==> config.mk <==
export PLATFORM = sky130hd
export DESIGN_NAME = cpw_ram
export DESIGN_NICKNAME = d
export VERILOG_FILES = /design/src/hw/rtl/cpw_ram.sv
export SDC_FILE = /design/constraint.sdc
export NUM_CORES = 2
export LEC_CHECK = 0
export ABC_AREA = 1
export BUFFER_PORTS_ARGS = -buffer_cell sky130_fd_sc_hd__buf_2
export CORE_MARGIN = 3
export CORE_UTILIZATION = 42
export DETAILED_ROUTE_END_ITERATION = 7
export GPL_TIMING_DRIVEN = 1
export PLACE_DENSITY = 0.59
export SLEW_MARGIN = 20
export SYNTH_ARGS = -nofsm -noshare
export SYNTH_HDL_FRONTEND = slang
export SYNTH_SLANG_ARGS = --single-unit
==> constraint.sdc <==
create_clock -name i_clk -period 5.9 [get_ports i_clk]
set_clock_uncertainty 0.2 [all_clocks]
set_input_delay 0.885 -clock i_clk [delete_from_list [all_inputs] [get_ports i_clk]]
set_output_delay 0.885 -clock i_clk [all_outputs]
set_load 0.01 [all_outputs]
==> src/hw/rtl/cpw_ram.sv <==
// generic single-port-write, single-port-read ram with registered read data
// no dependencies
module cpw_ram #(
    parameter int WIDTH = 8,
    parameter int DEPTH = 256
) (
    input  logic                     i_clk,
    input  logic                     i_we,
    input  logic [$clog2(DEPTH)-1:0] i_waddr,
    input  logic [WIDTH-1:0]         i_wdata,
    input  logic [$clog2(DEPTH)-1:0] i_raddr,
    output logic [WIDTH-1:0]         o_rdata
);

    logic [WIDTH-1:0] r_mem [DEPTH];
    logic [WIDTH-1:0] r_rdata;

    // write port and registered read port
    always_ff @(posedge i_clk) begin
        if (i_we) begin
            r_mem[i_waddr] <= i_wdata;
        end
        r_rdata <= r_mem[i_raddr];
    end

    assign o_rdata = r_rdata;

endmodule

# ---- Word-level counts from Yosys, hierarchy flattened
# Memories as Yosys holds them, arrays and structs flattened. A register that Yosys moved wholly into a read port is not among the register bits.
# Cells that the tools add are included.
dict set report op_classes {
  addsub 0
  multipliers 0
  div_mod_pow 0
  magnitude_cmp 0
  eq_ne 0
  n_shift 0
  n_mux 2
  bitwise_logic 0
  n_reduce_logical 0
}
# cell n
set ops {}
lappend ops {{2-to-1 mux 1 bit} 2}
dict set report totals {
  ff_bits 0
  latchBits 0
  ramBits 2048
  mem_bits_ro 0
  elab_cells 3
  n_memories 1
}
# name words word_bits rd rd_clocked_by_memory_dff wr line
set memory_table {}
lappend memory_table {r_mem 256 8 1 1 1 15} ;# logic [WIDTH-1:0] r_mem [DEPTH];

# ---- Logic depth before layout (Yosys ltp)
dict set report logic_depth {
  ltp_word 2
  ltp_mapped 15
  ltp_nobuf 11
}

# ---- Least setup slack after synthesis
# Ideal clock, no wire load.
dict set report synth_path {
  path_kind {input port to flip-flop}
  from {input port i_we}
  to {memory r_mem[162][0] (enable)}
  setup_time_ns 0.370
  arrival_ns 2.006
  path_slack_ns 3.324
  stages 4
  path_buffers 2
  path_cell_list {clkbuf_1 > nand3_1 > clkbuf_1 > nor2_1}
}
dict set report synth_between {
  elab_chain_len 2
}
# item line
set synth_lines {}
lappend synth_lines {{from (decl)} 8} ;# input logic i_we,
lappend synth_lines {{2-to-1 mux 1 bit} 20} ;# if (i_we) begin
lappend synth_lines {{2-to-1 mux 1 bit (not written as such)} 21} ;# r_mem[i_waddr] <= i_wdata;
lappend synth_lines {{to (decl)} 15}
# Every way passes these cells.

==> results.toml <==
[layout]
finalNetCount = 6875
fillers = 17700
seqCellArea_um2 = 61700
multi_input_area_um2 = 19200
syn2layout_area_growth_pct = 10.3
post-route-util = 0.469
drive_above_1_share = 0.0568

[timing]
rsz0062_at_grt = "false"
worst_slack_ns = 2.21
fin_crit_ns = 3.69
hold_viol_final = 0
clock.fmax_ghz = 0.271
drv_slew = 0
setup_viol = 0
tns_ns = 0
worst_pin_slew_ns = 1.23
post-route-period-util = 0.625
relSlewSlack = 0.177

[setup_path]
cp.required_ns = 6.47
crit_type = "in -> reg"
reg2reg_depth = 10
rrSetupSlack_ns = 3.57
cp_common_cell = "nand3_1"
critPathArrivalTime_ns = 4.25
cp_slowest_stage_delay_ns = 0.52
cp-end-kind = "flip-flop"
startpoint_type = "primary input"
r2r-start = "r_mem[237][2]"
cp_slowest_cell = "buf_16"
path_max_fanout = 141
r2r_end = "o_rdata[2]"
cp_cell_sequence = "buf_8, inv_16, buf_16, buf_12, nand2_1, nand3_1, nand3_1, nand3_1, nand3_1, nand3_1, nand3_1, nand2_1, nand2_1, nand2_1"

[place]
dpl_worst_slack_ns = 1.62
gp_congestion = 0.888
io_buffer_count = 33
dp_hpwl_mm = 128

[clock_tree]
tritoncts = "done"
post_cts_resized = 0
clock_latency_ns = 0.86
numCtsBuffers = 209
cts_max_level = 4
clockBufferDepth = 3
post_cts_buffers = 0
cts.clk_slew.worst_paths_ns = 0.06
hold_buffers = 0
ctsRootBufferMaster = "clkbuf_16"
cts_sinks = 2056

[global_routing]
grt.total_usage = 0.226
grt_pass1_vias = 51200
overflow = 0
grt_pass1_wl_mm = 347
antenna_found_initial = 11
grt_max_degree = 220

[synth]
synth_edf_count = 2048
yosysMostFrequentCell = "nand2_1"
synth_top_family_by_area = "simple AND/OR/NAND/NOR gates"
synth.area.top_cells = "edfxtp_1 (74%), nand3_1 (12%), nand2_1 (9.6%)"
ys_types = 14
synthSimpleGateAreaFrac = 0.229
synthCells = 7003
synthMuxAreaShare = 0
yosysTopAreaCellShare = 0.737
synth_seq_cells = 2056
ys_seq_area_frac = 0.739
syn-num-nets = 7029
synth_ff_type = "edfxtp_1"
synth_compound_area_frac = 0
synth_warnings = 0
syn_avg_cell_area_um2 = 11.9
synth_adder_area_share = 0
synth_common_cells = "nand2_1 (2123), edfxtp_1 (2048), nand3_1 (2019), nor2_1 (283), buf_2 (268)"
synthArstFlopShare = 0
yosysTopAreaCell = "edfxtp_1"
netlist_area_um2 = 83400
synthXorXnorAreaFrac = 0

[detailed_routing]
num_vias = 54100
drcViolationCount = 0
wl_mm = 235
vias_per_cell = 5.61
drt_iter0_drc = 6759
ant_nets = 0
post_drt_wl_per_cell_um = 24.4
dr.pass1.iters = 6

[min_path]
hold_end = "o_rdata[7]"
worst_hold_path.num_cells = 3
hold_path_class = "in -> reg"
min-delay-start = "i_raddr[7]"

[run]
cap_violations = 0

[floorplan]
fp.dieH_um = 452
start_util = 0.425
fp.dieArea_um2 = 204000
core_um2 = 196000
rows = 162
io_pins = 34
die_x_um = 452

[outcome]
outcome = "completed"

[power_and_ir_drop]
p_leak_uw = 0.0314
vdd_drop_max_mv = 0.320
powerDensity_nw_per_um2 = 330
cell families after synthesis:
group / Yosys count
buffers and inverters: 522
and+or+nand+nor: 4425
DFF: 2056
worst max-delay path, delay by kind of cell:
| kind | cells | cell delay, ns |
|---|---|---|
| buf+inv | 4 | 1.47 |
| simple gates | 10 | 1.60 |
sequential cells by signal (all words and copies together) (netlist names):
name	cells
r_mem	2048
o_rdata	8
per-layer routing:
layer	global-route usage	up-vias	wire length, µm
li1	-	24600	-
met1	0.323	26900	99900
met2	0.356	2262	110000
met3	0.0366	378	18100
met4	0.0721	2	7030
met5	0	-	9
worst max-delay path by stage:
stage	to	slack [ns]	cells after the start	start
final	o_rdata[3]	2.21	14	i_raddr[0]
after global routing	o_rdata[1]	2.19	14	i_raddr[0]
after CTS	o_rdata[1]	2.51	14	i_raddr[0]
after detailed placement	o_rdata[1]	1.62	14	i_raddr[0]
after global placement	o_rdata[7]	1.59	14	i_raddr[0]
after floorplan	r_mem[162][0]	3.32	4	i_we
power breakdown:
| part | switching, µW | leakage (µW) | internal, µW |
|---|---|---|---|
| sequential | 20.5 | 0.0185 | 16100 |
| combinational | 1420 | 0.00983 | 414 |
| clock | 5570 | 0.00306 | 6830 |
| total | 7010 | 0.0314 | 23300 |
placed cells by master, fill, tap and decap left out, types with 11 or more instances in the layout:
cell type / netlist / final
clkinv_1: 0 / 65
clkbuf_16: 0 / 210
nand2_1: 2123 / 2111
clkbuf_1: 112 / 46
clkinv_2: 0 / 28
inv_1: 36 / 34
nand2_2: 0 / 12
buf_2: 268 / 21
nand3_1: 2019 / 2019
buf_8: 1 / 11
edfxtp_1: 2048 / 2048
buf_4: 46 / 52
nor2_1: 283 / 283
buf_12: 0 / 33
per-stage QoR:
step	hold WS [ns]	instances	cell area, µm²	total power, µW
after floorplan	0.635	7003	83400	17400
after global placement	0.772	9261	85600	18200
after detailed placement	0.744	9261	85600	18300
after CTS	0.211	9635	91900	30500
after global routing	0.230	9641	92000	31300
final	0.264	9642	92000	30400
final cells by class:
| cell class | count | share of cell area |
|---|---|---|
| diodes | 6 | 0.000163 |
| well taps | 2624 | 0.0357 |
| multi-input cells | 4425 | 0.208 |
| inverters | 39 | 0.00196 |
| clock inverters | 118 | 0.00955 |
| repair buffers | 118 | 0.0147 |
| flip-flops and latches | 2056 | 0.671 |
| clock buffers | 256 | 0.0590 |
Note: power is estimated with default switching activity, not from simulation.
